==> src/design/disk_head_scheduler_defines.svh <==
// -----------------------------------------------------------------------------
// Assertion macros for the disk head scheduler
// Shared property wrappers, clocked on i_clk with i_rst_n as the disable term.
// -----------------------------------------------------------------------------
`ifndef DISK_HEAD_SCHEDULER_DEFINES_SVH
`define DISK_HEAD_SCHEDULER_DEFINES_SVH

// Consequent must hold in the same cycle as the antecedent
`define DHS_ASSERT_SAME(lbl, ante, cons) \
    lbl: assert property (@(posedge i_clk) disable iff (!i_rst_n) (ante) |-> (cons)) \
        else $error("disk_head_scheduler: same-cycle check failed");

// Consequent must hold in the cycle after the antecedent
`define DHS_ASSERT_NEXT(lbl, ante, cons) \
    lbl: assert property (@(posedge i_clk) disable iff (!i_rst_n) (ante) |=> (cons)) \
        else $error("disk_head_scheduler: next-cycle check failed");

`endif

==> src/design/dhs_pkg.sv <==
// -----------------------------------------------------------------------------
// dhs_pkg
// Widths, codes and controller/datapath interface types of the scheduler.
// -----------------------------------------------------------------------------
package dhs_pkg;

    // Field widths
    localparam int TRACK_W     = 16;
    localparam int DIST_W      = 21;
    localparam int TC_W        = 17;
    localparam int MODE_W      = 2;
    localparam int CFG_IDX_W   = 2;
    localparam int CFG_DATA_W  = 17;
    localparam int IN_TDATA_W  = 16;
    localparam int OUT_TDATA_W = 40;
    localparam int OUT_TUSER_W = 2;

    localparam int DEF_MAX_REQUESTS = 16;

    // Register indexes
    localparam logic [CFG_IDX_W-1:0] REG_TRACK_COUNT = 2'd0;
    localparam logic [CFG_IDX_W-1:0] REG_START_HEAD  = 2'd1;
    localparam logic [CFG_IDX_W-1:0] REG_SCHED_MODE  = 2'd2;
    localparam logic [CFG_IDX_W-1:0] REG_SWEEP_UP    = 2'd3;

    // Scheduling policies; the spare code behaves as shortest seek first
    localparam logic [MODE_W-1:0] MODE_SSTF  = 2'd0;
    localparam logic [MODE_W-1:0] MODE_SCAN  = 2'd1;
    localparam logic [MODE_W-1:0] MODE_LOOK  = 2'd2;
    localparam logic [MODE_W-1:0] MODE_SPARE = 2'd3;

    // Input item kinds carried on tuser
    localparam logic ACT_LOAD  = 1'b0;
    localparam logic ACT_START = 1'b1;

    // Source of the track that a result moves the head to
    typedef enum logic [1:0] {
        SRC_ENTRY,
        SRC_EDGE,
        SRC_HEAD
    } t_src;

    // Controller to datapath commands
    typedef struct packed {
        logic load;
        logic start;
        logic scan_en;
        logic scan_clr;
        logic side_up;
        logic emit;
        t_src src;
        logic last;
        logic finish;
    } t_dp_cmd;

    // Datapath to controller status
    typedef struct packed {
        logic found;
        logic mode_sstf;
        logic mode_scan;
        logic sweep_up;
        logic out_free;
    } t_dp_stat;

endpackage

==> src/design/dhs_ctrl.sv <==
// -----------------------------------------------------------------------------
// dhs_ctrl
// Sequencer: loads, scan passes over the store, phase order and result count.
// -----------------------------------------------------------------------------
module dhs_ctrl import dhs_pkg::*; #(
    parameter int MAX_REQUESTS = DEF_MAX_REQUESTS,
    localparam int IDX_W = (MAX_REQUESTS > 1) ? $clog2(MAX_REQUESTS) : 1,
    localparam int CNT_W = $clog2(MAX_REQUESTS + 1)
) (
    input  logic             i_clk,
    input  logic             i_rst_n,
    input  logic             i_in_valid,
    input  logic             i_in_action,
    output logic             o_in_ready,
    input  t_dp_stat         i_stat,
    input  logic [CNT_W-1:0] i_req_count,
    output t_dp_cmd          o_cmd,
    output logic [IDX_W-1:0] o_scan_idx
);

    localparam int OUT_W = $clog2(MAX_REQUESTS + 2);

    localparam logic [1:0] ST_IDLE = 2'd0;
    localparam logic [1:0] ST_SCAN = 2'd1;
    localparam logic [1:0] ST_PICK = 2'd2;
    localparam logic [1:0] ST_EMIT = 2'd3;

    localparam logic PH_FIRST  = 1'b0;
    localparam logic PH_SECOND = 1'b1;

    logic [1:0]       r_state,   n_state;
    logic             r_phase,   n_phase;
    t_src             r_src,     n_src;
    logic [IDX_W-1:0] r_idx,     n_idx;
    logic [OUT_W-1:0] r_total,   n_total;
    logic [OUT_W-1:0] r_emitted, n_emitted;

    logic w_accept;
    logic w_last_entry;
    logic w_emit_last;

    assign o_in_ready   = (r_state == ST_IDLE);
    assign o_scan_idx   = r_idx;
    assign w_accept     = i_in_valid && o_in_ready;
    assign w_last_entry = ((CNT_W'(r_idx) + CNT_W'(1)) >= i_req_count);
    assign w_emit_last  = ((r_emitted + OUT_W'(1)) >= r_total);

    // Next state and commands
    always_comb begin
        n_state   = r_state;
        n_phase   = r_phase;
        n_src     = r_src;
        n_idx     = r_idx;
        n_total   = r_total;
        n_emitted = r_emitted;

        o_cmd          = '0;
        o_cmd.src      = r_src;
        o_cmd.side_up  = (r_phase == PH_FIRST) ? i_stat.sweep_up : !i_stat.sweep_up;

        unique case (r_state)
            ST_IDLE: begin
                if (w_accept) begin
                    if (i_in_action == ACT_START) begin
                        o_cmd.start = 1'b1;
                        n_total     = OUT_W'(i_req_count) + OUT_W'(i_stat.mode_scan);
                        n_emitted   = '0;
                        n_phase     = PH_FIRST;
                        n_idx       = '0;
                        if (n_total == '0) begin
                            n_src   = SRC_HEAD;
                            n_state = ST_EMIT;
                        end else begin
                            o_cmd.scan_clr = 1'b1;
                            n_state        = ST_SCAN;
                        end
                    end else begin
                        o_cmd.load = 1'b1;
                    end
                end
            end
            ST_SCAN: begin
                // Visit one stored entry per cycle
                o_cmd.scan_en = 1'b1;
                if (w_last_entry) begin
                    n_state = ST_PICK;
                end else begin
                    n_idx = r_idx + IDX_W'(1);
                end
            end
            ST_PICK: begin
                if (i_stat.found) begin
                    n_src   = SRC_ENTRY;
                    n_state = ST_EMIT;
                end else if ((r_phase == PH_FIRST) && !i_stat.mode_sstf) begin
                    // First side exhausted: edge trip or turn around
                    if (i_stat.mode_scan) begin
                        n_src   = SRC_EDGE;
                        n_state = ST_EMIT;
                    end else begin
                        n_phase        = PH_SECOND;
                        n_idx          = '0;
                        o_cmd.scan_clr = 1'b1;
                        o_cmd.side_up  = !i_stat.sweep_up;
                        n_state        = ST_SCAN;
                    end
                end else begin
                    o_cmd.finish = 1'b1;
                    n_state      = ST_IDLE;
                end
            end
            ST_EMIT: begin
                // Commit the move once the output register is free
                if (i_stat.out_free) begin
                    o_cmd.emit = 1'b1;
                    o_cmd.last = w_emit_last;
                    n_emitted  = r_emitted + OUT_W'(1);
                    if (w_emit_last) begin
                        o_cmd.finish = 1'b1;
                        n_state      = ST_IDLE;
                    end else begin
                        if (r_src == SRC_EDGE) begin
                            n_phase = PH_SECOND;
                        end
                        n_idx          = '0;
                        o_cmd.scan_clr = 1'b1;
                        n_state        = ST_SCAN;
                    end
                end
            end
            default: begin
                n_state = ST_IDLE;
            end
        endcase
    end

    // State registers
    always_ff @(posedge i_clk) begin
        if (!i_rst_n) begin
            r_state   <= ST_IDLE;
            r_phase   <= PH_FIRST;
            r_src     <= SRC_HEAD;
            r_idx     <= '0;
            r_total   <= '0;
            r_emitted <= '0;
        end else begin
            r_state   <= n_state;
            r_phase   <= n_phase;
            r_src     <= n_src;
            r_idx     <= n_idx;
            r_total   <= n_total;
            r_emitted <= n_emitted;
        end
    end

endmodule

==> src/design/dhs_datapath.sv <==
// -----------------------------------------------------------------------------
// dhs_datapath
// Request store, served marks, configuration, best-candidate scan, head and
// distance registers, and the result register.
// -----------------------------------------------------------------------------
module dhs_datapath import dhs_pkg::*; #(
    parameter int MAX_REQUESTS = DEF_MAX_REQUESTS,
    localparam int IDX_W = (MAX_REQUESTS > 1) ? $clog2(MAX_REQUESTS) : 1,
    localparam int CNT_W = $clog2(MAX_REQUESTS + 1)
) (
    input  logic                  i_clk,
    input  logic                  i_rst_n,
    input  logic                  i_cfg_wr_en,
    input  logic [CFG_IDX_W-1:0]  i_cfg_index,
    input  logic [CFG_DATA_W-1:0] i_cfg_data,
    input  logic [TRACK_W-1:0]    i_req_track,
    input  t_dp_cmd               i_cmd,
    input  logic [IDX_W-1:0]      i_scan_idx,
    output t_dp_stat              o_stat,
    output logic [CNT_W-1:0]      o_req_count,
    input  logic                  i_out_ready,
    output logic                  o_out_valid,
    output logic [TRACK_W-1:0]    o_out_track,
    output logic [DIST_W-1:0]     o_out_dist,
    output logic                  o_out_edge,
    output logic                  o_out_empty,
    output logic                  o_out_last
);

    localparam logic [TC_W-1:0]   TRACK_COUNT_RST = 17'h10000;
    localparam logic [DIST_W-1:0] DIST_MAX        = '1;

    function automatic logic [TRACK_W-1:0] abs_diff(input logic [TRACK_W-1:0] a,
                                                    input logic [TRACK_W-1:0] b);
        return (a > b) ? (a - b) : (b - a);
    endfunction

    // Configuration
    logic [TC_W-1:0]    r_track_count;
    logic [TRACK_W-1:0] r_start_head;
    logic [MODE_W-1:0]  r_mode;
    logic               r_sweep_up;

    // Request store and run state
    logic [TRACK_W-1:0] r_store [MAX_REQUESTS];
    logic [MAX_REQUESTS-1:0] r_marks;
    logic [CNT_W-1:0]   r_count;
    logic [TRACK_W-1:0] r_head;
    logic [DIST_W-1:0]  r_dist;

    // Best candidate of the current scan
    logic               r_found;
    logic [IDX_W-1:0]   r_best_idx;
    logic [TRACK_W-1:0] r_best_key;
    logic [TRACK_W-1:0] r_best_track;

    // Result register
    logic               r_out_valid;
    logic [TRACK_W-1:0] r_out_track;
    logic [DIST_W-1:0]  r_out_dist;
    logic               r_out_edge;
    logic               r_out_empty;
    logic               r_out_last;

    logic               w_sstf;
    logic               w_scan;
    logic [TRACK_W-1:0] w_cur_track;
    logic               w_live;
    logic [TRACK_W-1:0] w_key;
    logic               w_in_side;
    logic               w_improves;
    logic               w_take;
    logic               w_load_ok;
    logic [TC_W-1:0]    w_tc_m1;
    logic [TRACK_W-1:0] w_top;
    logic [TRACK_W-1:0] w_edge_track;
    logic [TRACK_W-1:0] w_target;
    logic [DIST_W:0]    w_sum;
    logic [DIST_W-1:0]  w_new_dist;
    logic               w_out_free;

    assign w_scan     = (r_mode == MODE_SCAN);
    assign w_sstf     = (r_mode != MODE_SCAN) && (r_mode != MODE_LOOK);
    assign w_out_free = !r_out_valid || i_out_ready;
    assign w_load_ok  = i_cmd.load && (r_count < CNT_W'(MAX_REQUESTS));

    // Evaluate the entry under the scan pointer
    always_comb begin
        w_cur_track = r_store[i_scan_idx];
        w_live      = (CNT_W'(i_scan_idx) < r_count) && !r_marks[i_scan_idx];
        w_key       = w_sstf ? abs_diff(r_head, w_cur_track) : w_cur_track;
        w_in_side   = w_sstf || (i_cmd.side_up == (w_cur_track >= r_start_head));
        // Upward and nearest keep the earlier load on a tie, downward the later
        if (!r_found) begin
            w_improves = 1'b1;
        end else if (w_sstf || i_cmd.side_up) begin
            w_improves = (w_key < r_best_key);
        end else begin
            w_improves = (w_key >= r_best_key);
        end
        w_take = i_cmd.scan_en && w_live && w_in_side && w_improves;
    end

    // Edge track and move target
    always_comb begin
        w_tc_m1 = r_track_count - TC_W'(1);
        if (r_track_count == '0) begin
            w_top = '0;
        end else if (w_tc_m1[TC_W-1]) begin
            w_top = '1;
        end else begin
            w_top = w_tc_m1[TRACK_W-1:0];
        end
        w_edge_track = r_sweep_up ? w_top : '0;

        unique case (i_cmd.src)
            SRC_ENTRY: w_target = r_best_track;
            SRC_EDGE:  w_target = w_edge_track;
            SRC_HEAD:  w_target = r_head;
            default:   w_target = r_head;
        endcase

        // Saturating distance sum
        w_sum      = {1'b0, r_dist} + (DIST_W + 1)'(abs_diff(r_head, w_target));
        w_new_dist = w_sum[DIST_W] ? DIST_MAX : w_sum[DIST_W-1:0];
    end

    // Control state
    always_ff @(posedge i_clk) begin
        if (!i_rst_n) begin
            r_track_count <= TRACK_COUNT_RST;
            r_start_head  <= '0;
            r_mode        <= '0;
            r_sweep_up    <= 1'b1;
            r_marks       <= '0;
            r_count       <= '0;
            r_head        <= '0;
            r_dist        <= '0;
            r_found       <= 1'b0;
            r_out_valid   <= 1'b0;
        end else begin
            // Register writes
            if (i_cfg_wr_en) begin
                unique case (i_cfg_index)
                    REG_TRACK_COUNT: r_track_count <= i_cfg_data[TC_W-1:0];
                    REG_START_HEAD:  r_start_head  <= i_cfg_data[TRACK_W-1:0];
                    REG_SCHED_MODE:  r_mode        <= i_cfg_data[MODE_W-1:0];
                    REG_SWEEP_UP:    r_sweep_up    <= i_cfg_data[0];
                endcase
            end

            // Append a request while room remains
            if (w_load_ok) begin
                r_marks[r_count[IDX_W-1:0]] <= 1'b0;
                r_count                     <= r_count + CNT_W'(1);
            end

            if (i_cmd.start) begin
                r_head <= r_start_head;
                r_dist <= '0;
            end

            // Track the best candidate of the scan
            if (i_cmd.scan_clr) begin
                r_found <= 1'b0;
            end else if (w_take) begin
                r_found <= 1'b1;
            end

            // Commit a head move; the final move leaves marking to the clear below
            if (i_cmd.emit) begin
                r_head <= w_target;
                r_dist <= w_new_dist;
                if ((i_cmd.src == SRC_ENTRY) && !i_cmd.finish) begin
                    r_marks[r_best_idx] <= 1'b1;
                end
            end

            // Empty the store at the end of a run
            if (i_cmd.finish) begin
                r_count <= '0;
                r_marks <= '0;
            end

            if (i_cmd.emit) begin
                r_out_valid <= 1'b1;
            end else if (i_out_ready) begin
                r_out_valid <= 1'b0;
            end
        end
    end

    // Payload registers
    always_ff @(posedge i_clk) begin
        if (w_load_ok) begin
            r_store[r_count[IDX_W-1:0]] <= i_req_track;
        end
        if (w_take) begin
            r_best_idx   <= i_scan_idx;
            r_best_key   <= w_key;
            r_best_track <= w_cur_track;
        end
        if (i_cmd.emit) begin
            r_out_track <= w_target;
            r_out_dist  <= w_new_dist;
            r_out_edge  <= (i_cmd.src == SRC_EDGE);
            r_out_empty <= (i_cmd.src != SRC_ENTRY) && (r_count == '0);
            r_out_last  <= i_cmd.last;
        end
    end

    assign o_stat.found     = r_found;
    assign o_stat.mode_sstf = w_sstf;
    assign o_stat.mode_scan = w_scan;
    assign o_stat.sweep_up  = r_sweep_up;
    assign o_stat.out_free  = w_out_free;
    assign o_req_count      = r_count;

    assign o_out_valid = r_out_valid;
    assign o_out_track = r_out_track;
    assign o_out_dist  = r_out_dist;
    assign o_out_edge  = r_out_edge;
    assign o_out_empty = r_out_empty;
    assign o_out_last  = r_out_last;

endmodule

==> src/design/disk_head_scheduler.sv <==
// -----------------------------------------------------------------------------
// disk_head_scheduler: SSTF, SCAN and LOOK scheduler, one item at a time. After a start
// each move scans the N stored requests, picks the best candidate and commits it; a LOOK
// turn adds a second scan, an empty run without an edge visit commits without a scan, and
// a stalled output holds the commit.
// Synchronous reset empties the store, clears marks, restores register defaults.
// -----------------------------------------------------------------------------
`include "disk_head_scheduler_defines.svh"

module disk_head_scheduler import dhs_pkg::*; #(
    parameter int MAX_REQUESTS = DEF_MAX_REQUESTS
) (
    input  logic                   i_clk,
    input  logic                   i_rst_n,
    input  logic                   i_cfg_wr_en,
    input  logic [CFG_IDX_W-1:0]   i_cfg_index,
    input  logic [CFG_DATA_W-1:0]  i_cfg_data,
    input  logic                   s_axis_tvalid,
    output logic                   s_axis_tready,
    input  logic [IN_TDATA_W-1:0]  s_axis_tdata,   // [15:0] request_track
    input  logic                   s_axis_tuser,   // [0] action
    output logic                   m_axis_tvalid,
    input  logic                   m_axis_tready,
    output logic [OUT_TDATA_W-1:0] m_axis_tdata,   // [15:0] served_track, [36:16] total_distance
    output logic [OUT_TUSER_W-1:0] m_axis_tuser,   // [0] edge_visit, [1] empty_run
    output logic                   m_axis_tlast
);

    localparam int IDX_W = (MAX_REQUESTS > 1) ? $clog2(MAX_REQUESTS) : 1;
    localparam int CNT_W = $clog2(MAX_REQUESTS + 1);

    t_dp_cmd            w_cmd;
    t_dp_stat           w_stat;
    logic [IDX_W-1:0]   w_scan_idx;
    logic [CNT_W-1:0]   w_req_count;
    logic [TRACK_W-1:0] w_out_track;
    logic [DIST_W-1:0]  w_out_dist;
    logic               w_out_edge;
    logic               w_out_empty;

    dhs_ctrl #(
        .MAX_REQUESTS (MAX_REQUESTS)
    ) u_ctrl (
        .i_clk       (i_clk),
        .i_rst_n     (i_rst_n),
        .i_in_valid  (s_axis_tvalid),
        .i_in_action (s_axis_tuser),
        .o_in_ready  (s_axis_tready),
        .i_stat      (w_stat),
        .i_req_count (w_req_count),
        .o_cmd       (w_cmd),
        .o_scan_idx  (w_scan_idx)
    );

    dhs_datapath #(
        .MAX_REQUESTS (MAX_REQUESTS)
    ) u_datapath (
        .i_clk       (i_clk),
        .i_rst_n     (i_rst_n),
        .i_cfg_wr_en (i_cfg_wr_en),
        .i_cfg_index (i_cfg_index),
        .i_cfg_data  (i_cfg_data),
        .i_req_track (s_axis_tdata[TRACK_W-1:0]),
        .i_cmd       (w_cmd),
        .i_scan_idx  (w_scan_idx),
        .o_stat      (w_stat),
        .o_req_count (w_req_count),
        .i_out_ready (m_axis_tready),
        .o_out_valid (m_axis_tvalid),
        .o_out_track (w_out_track),
        .o_out_dist  (w_out_dist),
        .o_out_edge  (w_out_edge),
        .o_out_empty (w_out_empty),
        .o_out_last  (m_axis_tlast)
    );

    // Pack result fields, zero fill to whole bytes
    assign m_axis_tdata = {(OUT_TDATA_W - TRACK_W - DIST_W)'(0), w_out_dist, w_out_track};
    assign m_axis_tuser = {w_out_empty, w_out_edge};

    // Checks
    `DHS_ASSERT_SAME(a_emit_needs_room, w_cmd.emit, w_stat.out_free)
    `DHS_ASSERT_SAME(a_empty_run_is_last, m_axis_tvalid && m_axis_tuser[1], m_axis_tlast)
    `DHS_ASSERT_NEXT(a_run_end_empties, w_cmd.emit && w_cmd.last, w_req_count == '0)
    `DHS_ASSERT_SAME(a_count_bounded, 1'b1, w_req_count <= CNT_W'(MAX_REQUESTS))

endmodule
==> config.mk <==
export PLATFORM = sky130hd
export DESIGN_NAME = disk_head_scheduler
export DESIGN_NICKNAME = d
export VERILOG_FILES = /design/src/design/dhs_pkg.sv /design/src/design/dhs_ctrl.sv /design/src/design/dhs_datapath.sv /design/src/design/disk_head_scheduler.sv
export VERILOG_INCLUDE_DIRS = /design/src /design/src/design
export SDC_FILE = /design/constraint.sdc
export NUM_CORES = 1
export LEC_CHECK = 0
export BUFFER_PORTS_ARGS = -buffer_cell sky130_fd_sc_hd__buf_2
export CORE_UTILIZATION = 30
export DETAILED_ROUTE_END_ITERATION = 7
export GPL_TIMING_DRIVEN = 0
export HOLD_SLACK_MARGIN = 0.06
export PLACE_DENSITY = 0.53
export SYNTH_ARGS = -nofsm -noshare
export SYNTH_HDL_FRONTEND = slang
export SYNTH_HIERARCHICAL = 1
export SYNTH_SLANG_ARGS = --single-unit
==> constraint.sdc <==
create_clock -name i_clk -period 18.13 [get_ports i_clk]
set_input_delay 0.9065 -clock i_clk [delete_from_list [all_inputs] [get_ports i_clk]]
set_output_delay 0.9065 -clock i_clk [all_outputs]
set_load 0.02 [all_outputs]
* After elaboration in Yosys (flattened, before gate mapping)
Memories as Yosys holds them, arrays and structs flattened. A register that Yosys moved wholly into a read port is not among the register bits.
Cells that the tools add are included.
Widths: inputs -> output; s select.
** Word-level totals
- Register bits after elaboration :: 191
- Bits in writable memories :: 256
- Input port bits :: 41
- Output and inout bits :: 45
- Logic and storage cells :: 216
- Memories :: 1
** Cells by class
- Add/sub/neg operators :: 11
- Order comparisons :: 14
- Eq/ne operators :: 24
- Mux-type cells :: 92
- Bitwise operators :: 5
- Reductions and logical operators :: 45
** Memory list
- u_datapath.r_store :: depth 16, bits a word 16, read ports 1, clocked after memory_dff 1, wr ports 1, RTL line dhs_datapath.sv:45 : logic [TRACK_W-1:0] r_store [MAX_REQUESTS];
** Operator list (count)
- $mux 16 :: 12
- $sub 16x16->16 :: 4
- $mux 21 :: 3
- $mux 4 :: 10
- $mux 2 :: 19
- $mux 1 :: 34
- $ge 16x16->1 :: 2
- $gt 16x16->1 :: 2
- $pmux 16 s2 :: 1
- $add 21x16->22 :: 1
- $logic_not 17->1 :: 1
- $sub 17x1->17 const B :: 1
- $and 16x16->16 :: 1
- $lt 16x16->1 :: 1
- $ne 2x2->1 const B :: 8
- $not 16->16 :: 1
- $or 16x16->16 :: 1
- $pmux 4 s4 :: 1
- $lt 4x5->1 const B :: 3
- $mux 5 :: 3
- $logic_and 1x1->1 :: 12
- $add 5x1->5 const B :: 2
- $ge 5x5->1 :: 2
- $logic_not 5->1 :: 2
- 31 further kinds :: 64

* Depth between registers and ports, before layout
Gate-level depths: netlist of run 1.
- Depth in word-level cells :: 11
- Gate-level depth with buffers :: 34
- Mapped depth without buffers :: 30

* Modules after synthesis
The synthesis of run 1 kept the hierarchy.
** Modules (own cells, without submodules)
- dhs_datapath :: instances 1, cells an instance 1750, area each 21607.0 um2, sequential area each 11891.4 um2
- dhs_ctrl :: instances 1, cells an instance 171, area each 1348.8 um2, sequential area each 380.4 um2
- disk_head_scheduler :: instances 1, cells an instance 6, area each 41.3 um2, sequential area each 0.0 um2

* Least setup slack after synthesis of run 1
OpenSTA, ideal clock, no wires.
- Path kind :: flip-flop to flip-flop
- From :: register u_ctrl.r_idx[0] (netlist: u_ctrl/o_scan_idx[0])
- To :: register u_datapath.r_best_idx[0] (enable)
- Setup time :: 0.441 ns
- Arrival :: 8.568 ns
- Data required time :: 17.689 ns
- Path slack :: 9.120 ns
- Stages on the path, launching flop included :: 30
- Buffers on the path :: 6
- Clock period less this slack :: 9.010 ns
- Cell sequence :: dfxtp_1 -> clkbuf_1 -> buf_1 -> buf_1 -> mux4_2 -> mux4_2 -> ha_1 -> clkbuf_1 -> a21oi_1 -> o21ai_0 -> a211oi_1 -> o21ai_0 -> a221oi_1 -> or2_2 -> buf_2 -> buf_1 -> nand2_1 -> a22oi_1 -> xor2_1 -> mux2i_1 -> ha_1 -> nor2b_1 -> o21ai_0 -> nand2b_1 -> a21oi_1 -> nor2b_1 -> a2111oi_0 -> o21bai_1 -> mux2i_1 -> a21oi_1
** On the way
- Word-level cells in the longest chain between the ends :: 7
- Elaborated cells on any way between the ends :: 8
- Classes of those cells :: 1 x order compare; 2 x mux; 5 x reduce/logical
** Ends and longest elaborated chain
- from (decl) :: RTL line dhs_ctrl.sv:34 : logic [IDX_W-1:0] r_idx, n_idx;
- from (signal assigned) :: RTL line dhs_ctrl.sv:150 : r_idx <= n_idx;
- $bmux 1 s4 :: RTL line dhs_datapath.sv:90 : w_live = (CNT_W'(i_scan_idx) < r_count) && !r_marks[i_scan_idx];
- $mux 1 (implied by the code) :: RTL line dhs_datapath.sv:90
- $logic_not 1->1 :: RTL line dhs_datapath.sv:90
- $logic_and 1x1->1 (*) :: RTL line dhs_datapath.sv:90
- $logic_and 1x1->1 (*) (3 in a row) :: RTL line dhs_datapath.sv:101 : w_take = i_cmd.scan_en && w_live && w_in_side && w_improves;
- net u_datapath.w_take :: RTL line dhs_datapath.sv:72 : logic w_take;
- to (signal assigned) :: RTL line dhs_datapath.sv:199 : r_best_idx <= i_scan_idx;
- to (decl) :: RTL line dhs_datapath.sv:53 : logic [IDX_W-1:0] r_best_idx;
Mark *: on every way through the listed nets, which the timed path passes. The rest lies on a longest branch. The select of a mux whose other input is x is not followed.
A chain may end at the register's enable or synchronous reset.

* Final worst setup path of run 1
- From :: register u_ctrl.r_idx[0] (netlist: u_ctrl/o_scan_idx[0])
- To :: register u_datapath.r_best_key[7] (enable)
** On the way
- Word-level cells in the longest chain between the ends :: 7
- Elaborated cells on any way between the ends :: 8
- Classes of those cells :: 1 x order compare; 2 x mux; 5 x reduce/logical
** Ends and longest elaborated chain
- $bmux 1 s4 :: RTL line dhs_datapath.sv:90
- $mux 1 (implied by the code) :: RTL line dhs_datapath.sv:90
- $logic_not 1->1 :: RTL line dhs_datapath.sv:90
- $logic_and 1x1->1 (*) :: RTL line dhs_datapath.sv:90
- $logic_and 1x1->1 (*) (3 in a row) :: RTL line dhs_datapath.sv:101
- net u_datapath.w_take :: RTL line dhs_datapath.sv:72
- to (signal assigned) :: RTL line dhs_datapath.sv:200 : r_best_key <= w_key;
- to (decl) :: RTL line dhs_datapath.sv:54 : logic [TRACK_W-1:0] r_best_key;
Marks and branches as above.

==> results_dict.tcl, run 1 <==
set metrics [dict create \
    status "finished clean" \
    crit_arrival_ns 10.14 \
    p_sw_frac 0.312 \
    cts_buffer_depth 3 \
    num_rows 101 \
    io_pins 86 \
    synth_cells 1927 \
    synthTopCellsByArea "edfxtp_1 (43%), dfxtp_1 (10%), mux4_2 (8.1%)" \
    io_buffers 82 \
    ys_types 77 \
    rsz0062_at_grt "false" \
    ys_seq_area_frac 0.534 \
    critical-path-max-stage-delay_ns 0.78 \
    p_leak_nw 9.84 \
    p_comb_frac 0.274 \
    cts_setup_buffers 0 \
    cts_resized 0 \
    yosysMostFrequentCell "edfxtp_1" \
    p_seq_frac 0.390 \
    htreeDepth 2 \
    final_nets 2256 \
    track_usage 0.161 \
    fillers 7446 \
    critPathMaxFanout 20 \
    grt_pass1_wl_mm 95.8 \
    fin_crit_ns 9.84 \
    slew_viol_final 0 \
    p_per_area_nw_per_um2 112 \
    max-vdd-ir-drop_mv 0.0835 \
    tightest_slew_ns 1.22 \
    power.internal_w 0.00205 \
    clock-sinks 447 \
    tritoncts "built" \
    crit_slowest_cell "buf_1" \
    final.setup_skew_ns 0.0331 \
    placed_cell_area_um2 25100 \
    synth_edf_count 332 \
    start_kind "flip-flop" \
    layout-drive-gt1-share 0.148 \
    overflow 0 \
    antenna_left 0 \
    synth_flop_cell "edfxtp_1" \
    wl_mm 62.5 \
    avgSynthCellArea_um2 11.9 \
    clkPwrFrac 0.336 \
    fin_tns_setup_ns 0 \
    start_util 0.303 \
    synth-seq-cells 447 \
    synthArstFlopShare 0 \
    hold_viol 0 \
    fmax_ghz 0.102 \
    cts-root-buf "clkbuf_16" \
    dp.final_hpwl_mm 47.1 \
    vias_per_cell 5.00 \
    clkTransAtPathRegs_ns 0.06 \
    clk_latency_ns 0.61 \
    core-area_um2 75900 \
    ys.warnings.count 6 \
    synth_common_cells "edfxtp_1 (332), nand2_1 (200), ha_1 (133), inv_1 (124), dfxtp_1 (115)" \
    grt_max_degree 50 \
    utilization 0.351 \
    drtPass1Iterations 5 \
    die_h_um 279 \
    antenna_found_initial 5 \
    wl_per_cell_um 19.8 \
    cp.required_ns 18.42 \
    end_kind "flip-flop" \
    die_x_um 279 \
    dieArea_um2 77800 \
    p_sw_w 0.000929 \
    final-setup-viol-count 0 \
    drt_iter0_markers 1147 \
    grt_pass1_vias 15900 \
    finish.instance_area_um2 26700 \
    cap_viol_max_count 0 \
    hp-class "flip-flop to flip-flop" \
    cts_buffers 49 \
    syn_area_um2 23000 \
    via_count 15800 \
    fin_crit_sh 0.543 \
    drc_errors 0 \
    cts_hold_buf 0 \
    yosys.area.top_type "edfxtp_1" \
    criticalPathCategory "flip-flop to flip-flop" \
    maxSlewHeadroom 0.185 \
    gp_congestion 0.892 \
    area_delta_synth_final_pct 16.0 \
    synth_top_area_frac 0.434 \
]
[state kept, by name, summed over array words and instances (netlist names), 2 cells and up]
register                  flops
u_datapath/r_dist            21
u_datapath/r_best_idx         4
u_datapath/r_track_count     17
u_datapath/o_req_count        5
u_datapath/o_out_track       16
u_datapath/r_start_head      16
u_ctrl/r_src                  2
u_datapath/o_out_dist        21
u_ctrl/r_emitted              5
u_datapath/r_head            16
u_datapath/r_store          256
u_ctrl/r_total                5
u_datapath/r_marks           16
u_ctrl/o_scan_idx             4
u_datapath/r_best_track      16
u_ctrl/r_state                2
u_datapath/r_mode             2
u_datapath/r_best_key        16
[kinds of logic (layout without fill, tap and decap cells)]
logic type | after synthesis | count (layout) | synth area share
mux | 127 | 127 | 0.101
compound gates | 427 | 427 | 0.123
simple gates | 511 | 511 | 0.106
buf+inv | 217 | 406 | 0.0378
other cells | 1 | 4 | 0.000163
xor+xnor | 60 | 60 | 0.0229
fa+ha+maj | 137 | 137 | 0.0758
flops | 447 | 447 | 0.534
[cell type report]
type	count	area (um2)	share of cell area
Tap cell	1030	1290	0.0483
Clock buffer	67	1360	0.0511
Sequential cell	447	12300	0.460
Buffer	92	400	0.0150
Inverter	125	469	0.0176
Clock inverter	24	258	0.00966
Timing Repair Buffer	98	713	0.0267
Antenna cell	1	2.50	0.0000938
Multi-Input combinational cell	1265	9920	0.372
[layer usage]
metal / GRT usage / vias to the layer above / part of all wire
met1: 0.202 / 7758 / 0.43
met5: 0 / - / 0.00051
met4: 0.0614 / 6 / 0.036
li1: - / 7455 / -
met3: 0.0247 / 120 / 0.046
met2: 0.279 / 419 / 0.49
[stage by stage]
stage          hold WS (ns)  total power (W)  setup slack [ns]  std cells
2_1_floorplan         0.436          0.00179              9.12       1929
3_3_place_gp          0.450          0.00198              6.33       3041
3_5_place_dp          0.456          0.00200              8.25       3057
4_1_cts               0.464          0.00301              8.16       3148
5_1_grt               0.493          0.00313              7.35       3148
6_report              0.459          0.00298              8.29       3149
[worst paths after layout]
kind | startpoint | end | slack [ns] | cells after the start
worst max register to register | u_ctrl/o_scan_idx[0] | u_datapath/r_best_key[7] | 8.29 | 34
worst max-delay path | u_ctrl/o_scan_idx[0] | u_datapath/r_best_key[7] | 8.29 | 34
worst min-delay path | u_ctrl/r_total[1] | u_ctrl/r_total[1] | 0.46 | 2
worst min register to register | u_ctrl/r_total[1] | u_ctrl/r_total[1] | 0.46 | 2
[power by group through the flow]
| stage | combinational [W] | sequential, W | clock (W) |
|---|---|---|---|
| CTS | 0.000817 | 0.00116 | 0.00103 |
| floorplan | 0.000600 | 0.00118 | 0 |
| global placement | 0.000796 | 0.00118 | 0 |
| global route | 0.000903 | 0.00117 | 0.00106 |
| finish | 0.000817 | 0.00116 | 0.000999 |
| detailed placement | 0.000811 | 0.00118 | 0 |
[placed cells by master (no fill, tap or decap), types with 52 or more instances in the layout]
master | synthesis | final
mux4_2 | 83 | 83
buf_2 | 2 | 84
inv_1 | 124 | 124
ha_1 | 133 | 133
o21ai_0 | 76 | 76
dfxtp_1 | 115 | 115
edfxtp_1 | 332 | 332
nor2_1 | 113 | 97
clkbuf_1 | 64 | 75
a21o_1 | 52 | 52
a21oi_1 | 114 | 113
nand2_1 | 200 | 200
[critical path: cells and delay by family, from the launching register on]
| kind | cells | cell delay (ns) |
|---|---|---|
| and+or+nand+nor | 6 | 0.68 |
| xor gates and xnor gates | 1 | 0.09 |
| DFF | 1 | 0.51 |
| buffers and inverters | 8 | 3.09 |
| adders and majority gates | 3 | 0.90 |
| AOI/OAI and AO/OA | 12 | 3.33 |
| muxes | 4 | 0.89 |
(Power assumes the default switching activity.)
==> run 2, diff against run 1 <==
- clock period: 18.13 -> 10 ns (I/O delays scaled with it)
==> run 2 against run 1 <==
Against the previous run:
- first-iteration DRC count shrank 1.7%
- fmax grew 7.1%
- highest routed layer unchanged
- largest cell class unchanged
- clock skew shrank 0.00075 ns
- critical path depth is the same
- largest power group unchanged
- total power grew 81%
==> results_dict.tcl, run 2 (same netlist as run 1, synthesis figures left out) <==
set metrics [dict create \
    status "finished clean" \
    max-vdd-ir-drop_mv 0.151 \
    drtPass1Iterations 7 \
    start_kind "flip-flop" \
    cp.required_ns 10.29 \
    clock-sinks 447 \
    num_rows 101 \
    multi_input_area_um2 9920 \
    clkTransAtPathRegs_ns 0.06 \
    track_usage 0.161 \
    layout_commonest_cell "edfxtp_1" \
    wl_per_cell_um 19.9 \
    gp_congestion 0.892 \
    crit_slowest_cell "a21oi_4" \
    reg2reg_depth 34 \
    largest_register_ffs 256 \
    finalPower_w 0.00540 \
    core-area_um2 75900 \
    final_nets 2256 \
    critPathTopFamily "compound AO/OA/AOI/OAI gates" \
    area_delta_synth_final_pct 16.1 \
    fin_crit_ns 9.20 \
    die_x_um 279 \
    final.setup_skew_ns 0.0324 \
    drt_iter0_markers 1128 \
    end_kind "flip-flop" \
    dp_cells 3057 \
    path_buf_inv 8 \
    via_count 15800 \
    io_buffers 82 \
    start_util 0.303 \
    slew_viol_final 0 \
    overflow 0 \
    antenna_left 0 \
    final_cells 3149 \
    p_per_area_nw_per_um2 202 \
    io_pins 86 \
    cp_num_cells 34 \
    crit_arrival_ns 9.49 \
    dp.final_hpwl_mm 47.1 \
    tightest_slew_ns 1.23 \
    critPathMaxFanout 20 \
    fin_crit_sh 0.920 \
    grt_pass1_wl_mm 95.8 \
    r2r_setup_slack_ns 0.80 \
    layout-drive-gt1-share 0.152 \
    criticalPathCategory "flip-flop to flip-flop" \
    layout_common_cells "edfxtp_1 (332), nand2_1 (200), ha_1 (133)" \
    fillers 7448 \
    cts_buffer_depth 3 \
    fin_tns_setup_ns 0 \
    die_h_um 279 \
    cts_hold_buf 0 \
    ff_latch_area_um2 12300 \
    grt_pass1_vias 15900 \
    antenna_found_initial 5 \
    cts-root-buf "clkbuf_16" \
    rsz0062_at_grt "false" \
    htreeDepth 2 \
    wl_mm 62.5 \
    worstHoldPathCells 3 \
    dieArea_um2 77800 \
    cts_buffers 49 \
    grt_max_degree 50 \
    vias_per_cell 5.01 \
    fmax_ghz 0.109 \
    cap_viol_max_count 0 \
    p_leak_nw 9.87 \
    final-setup-viol-count 0 \
    critical-path-max-stage-delay_ns 0.56 \
    clk_latency_ns 0.61 \
    tritoncts "built" \
    hold_viol 0 \
    maxSlewHeadroom 0.179 \
    drc_errors 0 \
    hp-class "input pin to flip-flop" \
]
-- run 2: changes by cell type in the layout (fill, tap and decap cells not counted), sizes merged --
cell	change
buf	-5
clkbuf	+5
-- run 2: area by class of cell --
type,count,share of cell area
buffer,92,0.0153
inverter,125,0.0176
multi-input combinational,1265,0.372
clock buffer,67,0.0511
clock inverter,24,0.00966
timing repair buffer,98,0.0267
antenna,1,0.0000937
sequential,447,0.460
tap,1030,0.0483
-- run 2: final timing paths --
path / startpoint / to
min: i_cfg_data[16] / u_datapath/r_track_count[16]
min reg2reg: u_ctrl/r_total[1] / u_ctrl/r_total[1]
max reg2reg: u_ctrl/o_scan_idx[0] / u_datapath/r_best_key[7]
max: u_ctrl/o_scan_idx[0] / u_datapath/r_best_key[7]
-- run 2: metrics by stage --
stage	worst slack, ns	hold slack (ns)	instance area, um2	utilization
after floorplan	0.990	0.436	23000	-
after global placement	-1.80	0.450	24700	0.325
after detailed placement	0.122	0.456	25100	0.330
after CTS	0.0255	0.133	26700	0.351
after global routing	0.00252	0.144	26700	0.351
final	0.805	0.161	26700	0.351
-- run 2: report_power, final --
part           switching (W)  internal [W]
Sequential         0.0000306       0.00208
Combinational       0.000884      0.000598
Clock               0.000770       0.00104
Total                0.00168       0.00372
-- run 2: tightest hold or removal path, stage by stage --
cell and delay (ns):
buf_2 0.08, nand2_1 0.05, o211ai_1 0.08
-- run 2: what timing repair did --
| item | 4_1_cts | 5_1_grt |
|---|---|---|
| endpoints found under the setup margin | 0 | 36 |
| gates resized for setup | 0 | 16 |
| setup buffers | 0 | 0 |
-- run 2: layer usage --
layer,share of wire,track usage
met1,0.43,0.202
met5,0.00051,0
met3,0.045,0.0247
met4,0.036,0.0614
met2,0.49,0.279
==> run 3, diff against run 2 <==
- CTS_BUF_LIST: unset -> sky130_fd_sc_hd__clkbuf_8
==> run 3 against run 2 <==
Against the previous run:
- design area is essentially flat
- sequential share of layout area is essentially flat
- largest cell class unchanged
- count of clock-buffer cells in the layout increased by 17
- non-clock buffer count up 5
- register-to-register slack hardly changed
- first-iteration DRC count grew 5.2%
==> results_dict.tcl, run 3 (same netlist as run 1, synthesis figures left out) <==
set metrics [dict create \
    status "finished clean" \
    finish.instance_area_um2 26700 \
    final-setup-viol-count 0 \
    max-vdd-ir-drop_mv 0.110 \
    layout-drive-gt1-share 0.161 \
    die_h_um 279 \
    io_pins 86 \
    drtPass1Iterations 5 \
    hold_ws_ns 0.116 \
    cap_viol_max_count 0 \
    p_per_area_nw_per_um2 198 \
    hold_viol 0 \
    start_util 0.303 \
    largest_register_ffs 256 \
    core-area_um2 75900 \
    hp-class "input pin to flip-flop" \
    cp.required_ns 10.37 \
    final_nets 2289 \
    maxSlewHeadroom 0.157 \
    layout_commonest_cell "edfxtp_1" \
    dieArea_um2 77800 \
    ff_latch_area_um2 12300 \
    grt_max_degree 50 \
    antenna_found_initial 6 \
    tightest_slew_ns 1.26 \
    die_x_um 279 \
    grt_pass1_vias 16200 \
    num_rows 101 \
    fillers 7488 \
    critPathMaxFanout 20 \
    drt_iter0_markers 1187 \
    hp-start "i_cfg_data[4]" \
    fin_crit_sh 0.918 \
    slew_viol_final 0 \
    rsz0062_at_grt "false" \
    antenna_left 0 \
    final.setup_skew_ns 0.0469 \
    placed_cell_area_um2 25100 \
    fin_crit_ns 9.18 \
    wl_per_cell_um 19.6 \
    gp_congestion 0.892 \
    criticalPathCategory "flip-flop to flip-flop" \
    tritoncts "built" \
    critical-path-max-stage-delay_ns 0.57 \
    track_usage 0.162 \
    finalPower_w 0.00527 \
    drc_errors 0 \
    area_delta_synth_final_pct 16.0 \
    htreeDepth 3 \
    cts_buffer_depth 3 \
    rr_startpoint "u_ctrl/o_scan_idx[0]" \
    start_kind "flip-flop" \
    layout_common_cells "edfxtp_1 (332), nand2_1 (200), inv_1 (145)" \
    timing.rr.end "u_datapath/r_best_key[2]" \
    p_leak_nw 9.98 \
    io_buffers 82 \
    clock-sinks 447 \
    crit_slowest_cell "a21oi_4" \
    critPathCapture "u_datapath/r_best_key[2]" \
    dp.final_hpwl_mm 47.1 \
    overflow 0 \
    clkTransAtPathRegs_ns 0.06 \
    via_count 15900 \
    fmax_ghz 0.109 \
    startpoint "u_ctrl/o_scan_idx[0]" \
    cts_buffers 77 \
    cts_setup_buffers 0 \
    r2r_setup_slack_ns 0.82 \
    wl_mm 62.9 \
    vias_per_cell 4.96 \
    multi_input_area_um2 9920 \
    crit_arrival_ns 9.55 \
    cts-root-buf "clkbuf_8" \
    clk_latency_ns 0.70 \
    end_kind "flip-flop" \
    reg2reg_depth 34 \
    grt_pass1_wl_mm 96.1 \
]
## run 3: per-stage QoR
| step | setup TNS, ns | util | instances | setup WS [ns] |
|---|---|---|---|---|
| final | 0 | 0.351 | 3207 | 0.817 |
| after detailed placement | 0 | 0.330 | 3057 | 0.122 |
| after global placement | -64.68 | 0.325 | 3041 | -1.80 |
| after CTS | 0 | 0.351 | 3204 | 0.0383 |
| after floorplan | 0 | - | 1929 | 0.990 |
| after global routing | 0 | 0.351 | 3206 | 0.000714 |
## run 3: critical path, delay by kind of cell (launching register included)
kind	cells	cell delay, ns
buf+inv	8	2.52
simple gates	6	0.68
flops	1	0.51
mux	4	0.83
compound gates	12	3.33
xor+xnor	1	0.09
fa+ha+maj	3	0.90
## run 3: power breakdown
part	internal [W]	switching, W	total (W)
clock	0.000875	0.000804	0.00168
combinational	0.000599	0.000884	0.00148
sequential	0.00208	0.0000306	0.00211
total	0.00355	0.00172	0.00527
## run 3: area by class of cell
cell class              count  area share
multi-input cells        1265       0.372
plain buffers              92      0.0153
inverters                 125      0.0176
clock buffers              84      0.0433
well taps                1030      0.0483
flip-flops and latches    447       0.460
repair buffers            103      0.0286
diodes                      3    0.000281
clock inverters            58      0.0150
## run 3: how the worst min path moves through the flow
stage	endpoint	slack, ns	cells past startpoint
floorplan	u_ctrl/r_total[1]	0.44	2
global placement	u_ctrl/r_total[1]	0.45	2
CTS	u_datapath/r_track_count[3]	0.06	3
global route	u_datapath/r_track_count[8]	0.09	3
detailed placement	u_ctrl/r_total[1]	0.46	2
finish	u_datapath/r_start_head[4]	0.12	3
## run 3: timing repair
item,CTS,global route
hold endpoints to repair,7,0
endpoints found under the setup margin,0,36
resized for setup,0,16
hold buffers,5,0
## run 3: layer usage
| metal | routed length, um | share of wire | vias up | GRT usage |
|---|---|---|---|---|
| met5 | 34 | 0.00054 | - | 0 |
| met4 | 2410 | 0.038 | 6 | 0.0688 |
| met3 | 2860 | 0.045 | 141 | 0.0283 |
| met2 | 30700 | 0.49 | 413 | 0.278 |
| met1 | 26900 | 0.43 | 7789 | 0.201 |
| li1 | - | - | 7555 | - |
